**src/vxlan_pkg.sv**
```systemverilog
package vxlan_pkg;

    localparam int TUNNEL_ENTRIES = 16;
    localparam int IDX_W = (TUNNEL_ENTRIES > 1) ? $clog2(TUNNEL_ENTRIES) : 1;
    localparam int CNT_W = $clog2(TUNNEL_ENTRIES + 1);
    localparam int HDR_LEN = 50;
    localparam logic [15:0] MAX_INNER = 16'd65485;
    localparam logic [15:0] UDP_PORT = 16'd4789;

    localparam logic [1:0] FUNC_ADD = 2'd0;
    localparam logic [1:0] FUNC_ENCAP = 2'd1;
    localparam logic [1:0] FUNC_DECAP = 2'd2;
    localparam logic [1:0] FUNC_NONE = 2'd3;

    localparam logic [2:0] ST_OK = 3'd0;
    localparam logic [2:0] ST_FULL = 3'd1;
    localparam logic [2:0] ST_UNKNOWN = 3'd2;
    localparam logic [2:0] ST_TOO_LARGE = 3'd3;
    localparam logic [2:0] ST_TOO_SHORT = 3'd4;

    typedef enum logic [2:0] {
        S_IDLE,
        S_SEARCH,
        S_HEADER,
        S_BODY,
        S_OUT
    } state_t;

    // header byte at position pos, given the stored entry fields
    function automatic logic [7:0] hdr_byte(
        input logic [5:0] pos,
        input logic [15:0] len,
        input logic [31:0] src,
        input logic [31:0] dst,
        input logic [23:0] vni
    );
        logic [15:0] ip_len;
        logic [15:0] udp_len;
        logic [7:0] b;
        ip_len = len + 16'd36;
        udp_len = len + 16'd16;
        b = 8'h00;
        case (pos)
            6'd0, 6'd1, 6'd2, 6'd3, 6'd4, 6'd5: b = 8'hFF;
            6'd12: b = 8'h08;
            6'd14: b = 8'h45;
            6'd16: b = ip_len[15:8];
            6'd17: b = ip_len[7:0];
            6'd22: b = 8'd64;
            6'd23: b = 8'd17;
            6'd26: b = src[31:24];
            6'd27: b = src[23:16];
            6'd28: b = src[15:8];
            6'd29: b = src[7:0];
            6'd30: b = dst[31:24];
            6'd31: b = dst[23:16];
            6'd32: b = dst[15:8];
            6'd33: b = dst[7:0];
            6'd34, 6'd36: b = UDP_PORT[15:8];
            6'd35, 6'd37: b = UDP_PORT[7:0];
            6'd38: b = udp_len[15:8];
            6'd39: b = udp_len[7:0];
            6'd42: b = 8'h08;
            6'd46: b = vni[23:16];
            6'd47: b = vni[15:8];
            6'd48: b = vni[7:0];
            default: b = 8'h00;
        endcase
        return b;
    endfunction

endpackage

```
**src/vxlan_tunnel_encap_decap.sv**
```systemverilog
// channel  | valid      | ready      | payload
// input    | s_valid    | s_ready    | s_func s_tunnel_key s_source_ip s_dest_ip s_net_id
//          |            |            | s_packet_length s_data_in s_last_in
// result   | m_valid    | m_ready    | m_data_out m_byte_valid m_last_out m_status
//          |            |            | m_encap_total m_decap_total
// an add loads its status beat into the result register at accept; the next beat can follow.
// a passing byte is accepted in S_IDLE, then loaded into the result register in S_BODY.
// an encap first byte scans the table one entry a cycle through the single read port,
// re-reads the hit in S_OUT, then emits 50 header beats.
// reset (aresetn low, synchronous) empties the table count and clears counters.
// m_ready low holds a valid result beat and stalls input accept, header and body beats.
module vxlan_tunnel_encap_decap (
    input  logic        aclk,
    input  logic        aresetn,
    input  logic        s_valid,
    output logic        s_ready,
    input  logic [1:0]  s_func,
    input  logic [31:0] s_tunnel_key,
    input  logic [31:0] s_source_ip,
    input  logic [31:0] s_dest_ip,
    input  logic [23:0] s_net_id,
    input  logic [15:0] s_packet_length,
    input  logic [7:0]  s_data_in,
    input  logic        s_last_in,
    output logic        m_valid,
    input  logic        m_ready,
    output logic [7:0]  m_data_out,
    output logic        m_byte_valid,
    output logic        m_last_out,
    output logic [2:0]  m_status,
    output logic [63:0] m_encap_total,
    output logic [63:0] m_decap_total
);

    localparam int IW = vxlan_pkg::IDX_W;
    localparam int CW = vxlan_pkg::CNT_W;
    localparam int N = vxlan_pkg::TUNNEL_ENTRIES;

    // tunnel table, one wide word per entry
    logic [119:0] mem [N];
    logic [119:0] rd_reg;
    logic [IW-1:0] rd_addr;
    logic          wr_en;

    vxlan_pkg::state_t state_reg, state_next;
    logic [CW-1:0] count_reg, count_next;
    logic [CW-1:0] scan_reg, scan_next;
    logic          in_pkt_reg, in_pkt_next;
    logic          mode_enc_reg, mode_enc_next;
    logic [15:0]   pos_reg, pos_next;
    logic [2:0]    pst_reg, pst_next;
    logic [63:0]   enc_reg, enc_next;
    logic [63:0]   dec_reg, dec_next;
    logic [5:0]    hpos_reg, hpos_next;
    logic          hdr_beat_reg, hdr_beat_next;

    // captured input beat
    logic [31:0] key_reg;
    logic [15:0] len_reg;
    logic [7:0]  dat_reg;
    logic        last_reg;

    // result register
    logic        mv_reg, mv_next;
    logic [7:0]  md_reg, md_next;
    logic        mb_reg, mb_next;
    logic        ml_reg, ml_next;
    logic [2:0]  ms_reg, ms_next;

    logic out_free;
    logic accept;
    logic [IW-1:0] scan_idx;

    assign out_free = !mv_reg || m_ready;
    assign accept = s_valid && s_ready;
    assign scan_idx = scan_reg[IW-1:0];

    // table write on add, read at the scan index
    assign wr_en = accept && (s_func == vxlan_pkg::FUNC_ADD) && (count_reg < CW'(N));
    assign rd_addr = (state_reg == vxlan_pkg::S_SEARCH) ? scan_idx : scan_idx;

    always_ff @(posedge aclk) begin
        if (wr_en) begin
            mem[count_reg[IW-1:0]] <= {s_tunnel_key, s_source_ip, s_dest_ip, s_net_id};
        end
        rd_reg <= mem[rd_addr];
    end

    // capture payload of accepted beat
    always_ff @(posedge aclk) begin
        if (accept) begin
            key_reg <= s_tunnel_key;
            dat_reg <= s_data_in;
            last_reg <= s_last_in;
            if (!in_pkt_reg) begin
                len_reg <= s_packet_length;
            end
        end
    end

    always_ff @(posedge aclk) begin
        md_reg <= md_next;
        mb_reg <= mb_next;
        ml_reg <= ml_next;
        ms_reg <= ms_next;
        if (!aresetn) begin
            state_reg <= vxlan_pkg::S_IDLE;
            count_reg <= '0;
            scan_reg <= '0;
            in_pkt_reg <= 1'b0;
            mode_enc_reg <= 1'b1;
            pos_reg <= '0;
            pst_reg <= vxlan_pkg::ST_OK;
            enc_reg <= '0;
            dec_reg <= '0;
            hpos_reg <= '0;
            hdr_beat_reg <= 1'b0;
            mv_reg <= 1'b0;
        end else begin
            state_reg <= state_next;
            count_reg <= count_next;
            scan_reg <= scan_next;
            in_pkt_reg <= in_pkt_next;
            mode_enc_reg <= mode_enc_next;
            pos_reg <= pos_next;
            pst_reg <= pst_next;
            enc_reg <= enc_next;
            dec_reg <= dec_next;
            hpos_reg <= hpos_next;
            hdr_beat_reg <= hdr_beat_next;
            mv_reg <= mv_next;
        end
    end

    // control: accept, scan, header emission, body byte
    always_comb begin
        logic [119:0] e;
        e = rd_reg;
        state_next = state_reg;
        count_next = count_reg;
        scan_next = scan_reg;
        in_pkt_next = in_pkt_reg;
        mode_enc_next = mode_enc_reg;
        pos_next = pos_reg;
        pst_next = pst_reg;
        enc_next = enc_reg;
        dec_next = dec_reg;
        hpos_next = hpos_reg;
        hdr_beat_next = hdr_beat_reg;
        mv_next = mv_reg && !m_ready;
        md_next = md_reg;
        mb_next = mb_reg;
        ml_next = ml_reg;
        ms_next = ms_reg;
        s_ready = 1'b0;

        case (state_reg)
            vxlan_pkg::S_IDLE: begin
                s_ready = out_free;
                if (accept) begin
                    case (s_func)
                        vxlan_pkg::FUNC_ADD: begin
                            mv_next = 1'b1;
                            md_next = 8'h00;
                            mb_next = 1'b0;
                            ml_next = 1'b1;
                            hdr_beat_next = 1'b0;
                            if (count_reg < CW'(N)) begin
                                count_next = count_reg + CW'(1);
                                ms_next = vxlan_pkg::ST_OK;
                            end else begin
                                ms_next = vxlan_pkg::ST_FULL;
                            end
                        end
                        vxlan_pkg::FUNC_ENCAP, vxlan_pkg::FUNC_DECAP: begin
                            if (!in_pkt_reg) begin
                                in_pkt_next = 1'b1;
                                pos_next = '0;
                                pst_next = vxlan_pkg::ST_OK;
                                mode_enc_next = (s_func == vxlan_pkg::FUNC_ENCAP);
                                if (s_func == vxlan_pkg::FUNC_ENCAP) begin
                                    scan_next = '0;
                                    state_next = (count_reg == '0) ? vxlan_pkg::S_BODY
                                                                   : vxlan_pkg::S_SEARCH;
                                    if (count_reg == '0) begin
                                        pst_next = vxlan_pkg::ST_UNKNOWN;
                                    end
                                end else begin
                                    if (s_packet_length < 16'(vxlan_pkg::HDR_LEN)) begin
                                        pst_next = vxlan_pkg::ST_TOO_SHORT;
                                    end
                                    state_next = vxlan_pkg::S_BODY;
                                end
                            end else begin
                                state_next = vxlan_pkg::S_BODY;
                            end
                        end
                        default: begin
                        end
                    endcase
                end
            end
            // one entry read per cycle; rd_reg holds entry scan_reg-1
            vxlan_pkg::S_SEARCH: begin
                if (scan_reg != '0 && e[119:88] == key_reg) begin
                    scan_next = scan_reg - CW'(1);
                    if (len_reg > vxlan_pkg::MAX_INNER) begin
                        pst_next = vxlan_pkg::ST_TOO_LARGE;
                        state_next = vxlan_pkg::S_BODY;
                    end else begin
                        hpos_next = '0;
                        state_next = vxlan_pkg::S_OUT;
                    end
                end else if (scan_reg == count_reg) begin
                    pst_next = vxlan_pkg::ST_UNKNOWN;
                    state_next = vxlan_pkg::S_BODY;
                end else begin
                    scan_next = scan_reg + CW'(1);
                end
            end
            // re-read the found entry so rd_reg holds it
            vxlan_pkg::S_OUT: begin
                state_next = vxlan_pkg::S_HEADER;
            end
            vxlan_pkg::S_HEADER: begin
                if (out_free) begin
                    mv_next = 1'b1;
                    md_next = vxlan_pkg::hdr_byte(hpos_reg, len_reg, e[87:56], e[55:24],
                                                  e[23:0]);
                    mb_next = 1'b1;
                    ml_next = 1'b0;
                    ms_next = vxlan_pkg::ST_OK;
                    hdr_beat_next = 1'b1;
                    hpos_next = hpos_reg + 6'd1;
                    if (hpos_reg == 6'(vxlan_pkg::HDR_LEN - 1)) begin
                        state_next = vxlan_pkg::S_BODY;
                    end
                end
            end
            vxlan_pkg::S_BODY: begin
                if (out_free) begin
                    state_next = vxlan_pkg::S_IDLE;
                    md_next = 8'h00;
                    mb_next = 1'b0;
                    ml_next = 1'b1;
                    ms_next = pst_reg;
                    hdr_beat_next = 1'b0;
                    if (pst_reg != vxlan_pkg::ST_OK) begin
                        mv_next = last_reg;
                    end else if (mode_enc_reg) begin
                        mv_next = 1'b1;
                        md_next = dat_reg;
                        mb_next = 1'b1;
                        ml_next = last_reg;
                        if (last_reg) begin
                            enc_next = enc_reg + 64'd1;
                        end
                    end else if (pos_reg < 16'(vxlan_pkg::HDR_LEN)) begin
                        mv_next = last_reg;
                        if (pos_reg == 16'(vxlan_pkg::HDR_LEN - 1)) begin
                            ms_next = vxlan_pkg::ST_OK;
                            if (last_reg) begin
                                dec_next = dec_reg + 64'd1;
                            end
                        end else begin
                            ms_next = vxlan_pkg::ST_TOO_SHORT;
                        end
                    end else begin
                        mv_next = 1'b1;
                        md_next = dat_reg;
                        mb_next = 1'b1;
                        ml_next = last_reg;
                        if (last_reg) begin
                            dec_next = dec_reg + 64'd1;
                        end
                    end
                    if (pos_reg != 16'hFFFF) begin
                        pos_next = pos_reg + 16'd1;
                    end
                    if (last_reg) begin
                        in_pkt_next = 1'b0;
                    end
                end
            end
            default: begin
                state_next = vxlan_pkg::S_IDLE;
            end
        endcase
    end

    assign m_valid = mv_reg;
    assign m_data_out = md_reg;
    assign m_byte_valid = mb_reg;
    assign m_last_out = ml_reg;
    assign m_status = ms_reg;
    // header beats of a one-byte packet already show the count that its byte adds
    assign m_encap_total = enc_reg + {63'd0, hdr_beat_reg && last_reg};
    assign m_decap_total = dec_reg;

endmodule

```
**config.mk**
```make
export PLATFORM = sky130hd
export DESIGN_NAME = vxlan_tunnel_encap_decap
export DESIGN_NICKNAME = d
export VERILOG_FILES = /design/src/vxlan_pkg.sv /design/src/vxlan_tunnel_encap_decap.sv
export SDC_FILE = /design/constraint.sdc
export NUM_CORES = 2
export LEC_CHECK = 0
export ABC_CLOCK_PERIOD_IN_PS = 10900
export BUFFER_PORTS_ARGS = -buffer_cell sky130_fd_sc_hd__buf_2
export CAP_MARGIN = 20
export CORE_ASPECT_RATIO = 0.5
export CORE_MARGIN = 8
export CORE_UTILIZATION = 36
export CTS_CLUSTER_SIZE = 20
export DETAILED_ROUTE_END_ITERATION = 12
export PLACE_DENSITY = 0.53
export SLEW_MARGIN = 20
export SYNTH_ARGS = -nofsm -noshare
export SYNTH_HDL_FRONTEND = slang
export SYNTH_SLANG_ARGS = --single-unit
```
**constraint.sdc**
```tcl
create_clock -name aclk -period 10.9 [get_ports aclk]
set_clock_uncertainty 0.2 [all_clocks]
set_input_delay 1.09 -clock aclk [delete_from_list [all_inputs] [get_ports aclk]]
set_output_delay 1.09 -clock aclk [all_outputs]
set_load 0.1 [all_outputs]
```
After elaboration in Yosys (flattened, before gate mapping)
Memory sizes are Yosys's and may differ from the RTL's. A register that Yosys moved wholly into a read port is not among the register bits.
Index checks and enable logic that the tools add are counted.

operators by class
  $add $sub $neg = 10
  reductions and logical operators = 36
  multipliers = 0
  shift operators = 0
  equal/unequal tests = 56
  $lt $le $gt $ge = 4
  multiplexer cells = 93
  bitwise gates (word level) = 3
  div/mod/pow operators = 0

operators by type and width
  operator                                                                        count
  64-bit 2-to-1 mux                                                               3
  8-bit case mux with 22 select lines                                             1
  64-bit by 1-bit adder with 64-bit output (second input constant)                2
  16-bit 2-to-1 mux                                                               5
  6-bit equality test (second input constant)                                     13
  3-bit 2-to-1 mux                                                                24
  64-bit by 1-bit adder with 64-bit output                                        1
  6-bit by 5-bit equality test with 1-bit output (second input constant)          10
  8-bit 2-to-1 mux                                                                7
  32-bit equality test                                                            1
  16-bit by 6-bit less-than comparator with 1-bit output (second input constant)  2
  16-bit case mux with 2 select lines                                             1
  5-bit 2-to-1 mux                                                                6
  1-bit 2-to-1 mux                                                                29
  8-bit case mux with 3 select lines                                              1
  6-bit AND reduction                                                             4
  2-bit != test (second input constant)                                           10
  5-bit AND reduction                                                             4
  6-bit 2-to-1 mux                                                                3
  16-bit by 1-bit adder with 16-bit output (second input constant)                1
  16-bit by 5-bit adder with 16-bit output (second input constant)                1
  16-bit by 6-bit adder with 16-bit output (second input constant)                1
  16-bit by 6-bit equality test with 1-bit output (second input constant)         1
  16-bit greater-than comparator (second input constant)                          1
  42 further kinds                                                                70

storage, ports and cells
  memories = 1
  bits in writable memories = 1,920
  input port bits = 151
  output and inout bits = 143
  ROM bits = 0
  bits in latches = 0
  flip-flop bits (word level) = 240
  word-level logic and storage cells = 223

memory list
  memory  depth  bits a word  rd ports  clocked after memory_dff  wr ports  RTL line                        RTL
  mem     16     120          1         1                         1         vxlan_tunnel_encap_decap.sv:40  logic [119:0] mem [N];

Longest topological paths before layout
  depth in word-level cells = 8
  depth in mapped cells = 12

Worst setup path before layout
OpenSTA, ideal clock, no wires.

  kind = input port to flip-flop
  start point = input m_ready
  end point = memory mem[3][0] (enable)
  stages on the path = 6
  setup time = 0.746 ns
  required time = 9.954 ns
  setup slack = -1.636 ns
  arrival = 11.591 ns
  cell sequence = nor2b_1 nor2_1 nand3_1 nor2_1 nand2_1 nor3_1

between the ends
  word-level cells in the longest chain between the ends = 7

ends and longest elaborated chain
  element                                 RTL line                         RTL
  start, declared                         vxlan_tunnel_encap_decap.sv:26   input logic m_ready,
  1-bit logical OR                        vxlan_tunnel_encap_decap.sv:74   assign out_free = !mv_reg || m_ready;
  1-bit 2-to-1 mux                        vxlan_tunnel_encap_decap.sv:157  case (state_reg)
  named net s_ready                       vxlan_tunnel_encap_decap.sv:16   output logic s_ready,
  1-bit logical AND                       vxlan_tunnel_encap_decap.sv:75   assign accept = s_valid && s_ready;
  1-bit logical AND (2 in series)         vxlan_tunnel_encap_decap.sv:79   assign wr_en = accept && (s_func == vxlan_pkg::FUNC_ADD) && (count_reg < CW'(N));
  1-bit 2-to-1 mux                        vxlan_tunnel_encap_decap.sv:83   if (wr_en) begin
  1-bit 2-to-1 mux (implied by the code)  vxlan_tunnel_encap_decap.sv:84   mem[count_reg[IW-1:0]] <= {s_tunnel_key, s_source_ip, s_dest_ip, s_net_id};
  end, declared                           vxlan_tunnel_encap_decap.sv:40

The timed path passes the listed nets, and every way through them passes these cells.

Worst setup path after layout
  start point = register last_reg
  end point = output m_encap_total[51]

between the ends
  word-level cells in the longest chain between the ends = 2

ends and longest elaborated chain
  element                                   RTL line                         RTL
  start, declared                           vxlan_tunnel_encap_decap.sv:61   logic last_reg;
  start signal, assigned                    vxlan_tunnel_encap_decap.sv:94   last_reg <= s_last_in;
  1-bit logical AND                         vxlan_tunnel_encap_decap.sv:297  assign m_encap_total = enc_reg + {63'd0, hdr_beat_reg && last_reg};
  64-bit by 1-bit adder with 64-bit output  vxlan_tunnel_encap_decap.sv:297
  end, declared                             vxlan_tunnel_encap_decap.sv:31   output logic [63:0] m_encap_total,

Every way passes these cells.

==> metrics.txt <==
status=finished clean; CP Data Required Time=9.61 ns; clock transition at the registers of the reported paths=0.07 ns; Synth Register Bits=2280; Crit Path Category=reg2out; post-synth top area share=68.2%; YS warnings=0; DR iter-0 viols=3644; Top FF cell, synth=edfxtp_1; Vias=43600; Syn Nets=4518; drt pass-1 iters=5; die area=0.260 mm²; FP Rows=128; fin crit period=5.47 ns; share of the yosys chip area belonging to registers=74.8%; initial antenna violation count=53; first-pass GRT wire length=324000 µm; core area=0.243 mm²; power per cell area=184 mW/mm²; MaxCap Viol Count=0; Hold WC Path Type=in2reg; Setup Viol. Count Final=0; max reg flops=1920; vias in the first global route=44800; period utilization=50.2%; most frequent cells in the layout=1990 x edfxtp_1, 600 x mux4_2, 293 x buf_2; post_cts resized=0; Slew HR=27.6%; final antenna-violating net count=0; P&R area growth vs syn=14.2%; Critical Path Start Type=flop; TritonCTS buffer count=211; cell taking the most area after synthesis=edfxtp_1; Final GP Congestion=0.859; most common cell after layout, fill and taps aside=edfxtp_1; GRT overflow=0; Clock Sinks=2280; Max Slew Vio Count=0; H-tree depth=4; Reg2Reg Depth=9; Arr. time, crit path=4.18 ns; # fillers=21300; DIE WIDTH=714 µm; Total GRT Usage=16.8%; buffers added on ports=293; RSZ-0062 raised after global routing=false; CTS Hold Bufs=0; WHS=0.195 ns; layout cells sized above 1=27.1%; DRC errors left=0; Post-synth EDFFs=1990; final hold vios=0; Async SR Flop Fraction=0%; maximum net fanout on the critical path=6; Cells after Synth=4342; TritonCTS clock tree=yes; Fin Setup TNS=0 ns; slew of the pin with the lowest slew margin=1.07 ns; post-synth cell types=80; Clock Latency Late Sink=0.87 ns; Longest Clk Path Bufs=4; Die Height=365 µm; endpoint type of the worst setup path=output pin; ranking of synthesized cells by area=edfxtp_1 68%, mux4_2 15%, dfxtp_1 6.6%; Max VDD drop=0.000120 V; hold depth=1; fmax=183 MHz; number of I/O pins=294; average wire per standard cell=27.5 µm; Syn Area/Cell=20.2 µm²; post-layout util=41.2%; Leak=0.0310 µW; Root Driver=clkbuf_16; Mapped Area=0.0876 mm²; nets@finish=4872; Starting Density=36.1%; Final HPWL DP=128000 µm; postcts setup bufs=0; Vias/cell=5.37; Post-Route WL=224000 µm; largest net degree at the start of global routing=139
[final cells by class]
type	instances	area (µm²)	share of cell area, %
repair buffers	357	2170	2.17
clock buffers	304	6050	6.05
well taps	3250	4070	4.06
flip-flops and latches	2280	65600	65.5
inverters	28	108	0.108
diodes	10	25.0	0.0250
clock inverters	80	823	0.823
multi-input cells	1818	21300	21.2
[power by group]
group	internal (µW)	switching, µW
clock network	4210	3210
registers	9670	120
logic	392	780
[kinds of logic (layout without fill, tap and decap cells)]
logic type,Yosys count,after routing,synth area share (%)
DFF,2280,2280,74.8
and+or+nand+nor,758,758,4.41
muxes,606,606,15.5
buffers and inverters,244,769,1.07
xor gates and xnor gates,233,233,2.33
AOI/OAI and AO/OA,195,195,1.48
adders and majority gates,26,26,0.377
other,0,10,0
[path summary, 6_finish.rpt]
path / from / endpoint / slack, ns
worst min register to register: hdr_beat_reg$_SDFFE_PN0P_ / hdr_beat_reg$_SDFFE_PN0P_ / 0.27
worst max register to register: state_reg[1]$_SDFFE_PN0P_ / mem[7][79]$_DFFE_PP_ / 5.86
worst min-delay path: s_data_in[2] / dat_reg[2]$_DFFE_PP_ / 0.19
worst max-delay path: last_reg$_DFFE_PP_ / m_encap_total[51] / 5.43
[synth_stat cells, drive strengths merged (3+ instances only)]
| cell | count |
|---|---|
| nand2 | 144 |
| o21a | 4 |
| xnor2 | 114 |
| o311ai | 4 |
| nand4 | 73 |
| a21o | 3 |
| nor3 | 45 |
| o2111ai | 3 |
| and3 | 43 |
| a31oi | 10 |
| nor3b | 10 |
| mux2i | 4 |
| and2 | 20 |
| inv | 28 |
| a22o | 16 |
| nand3 | 83 |
| edfxtp | 1990 |
| mux4 | 600 |
| clkbuf | 155 |
| o22ai | 3 |
| a22oi | 27 |
| a21oi | 51 |
| or3 | 43 |
| nand3b | 5 |
| and4 | 16 |
| nor2b | 5 |
| buf | 61 |
| o211ai | 4 |
| o31ai | 3 |
| xor2 | 119 |
| or2 | 7 |
| o21ai | 37 |
| or4 | 6 |
| a211oi | 4 |
| a222oi | 3 |
| ha | 24 |
| nand2b | 8 |
| nor2 | 218 |
| dfxtp | 290 |
| nor4 | 23 |
| a221oi | 5 |
[per-stage QoR]
step | power, µW | setup slack, ns | instances | instance area [µm²]
global route | 19000 | 5.18 | 8118 | 100000
floorplan | 10700 | 1.55 | 4342 | 87600
CTS | 18600 | 5.36 | 8117 | 100000
finish | 18400 | 5.43 | 8127 | 100000
detailed placement | 11200 | 5.35 | 7733 | 93200
global placement | 11200 | 5.02 | 7730 | 93100
[metal layers]
metal	global-route usage (%)	vias up	share of wire [%]
li1	-	18500	-
met1	23.5	23500	44
met2	28.1	1268	49
met3	2.57	357	5.0
met4	3.54	2	2.2
met5	0	-	0.0049
[worst max-delay path, stage by stage (launching register included)]
cell      delay (ns)
edfxtp_1        0.41
and2_1          0.16
ha_1            0.18
nand3_1         0.14
or3_1           0.54
nor2_2          0.23
nand3_1         0.24
or3_1           0.45
or3_1           0.34
xnor2_1         0.21
buf_2           0.47
(Power assumes the default switching activity.)
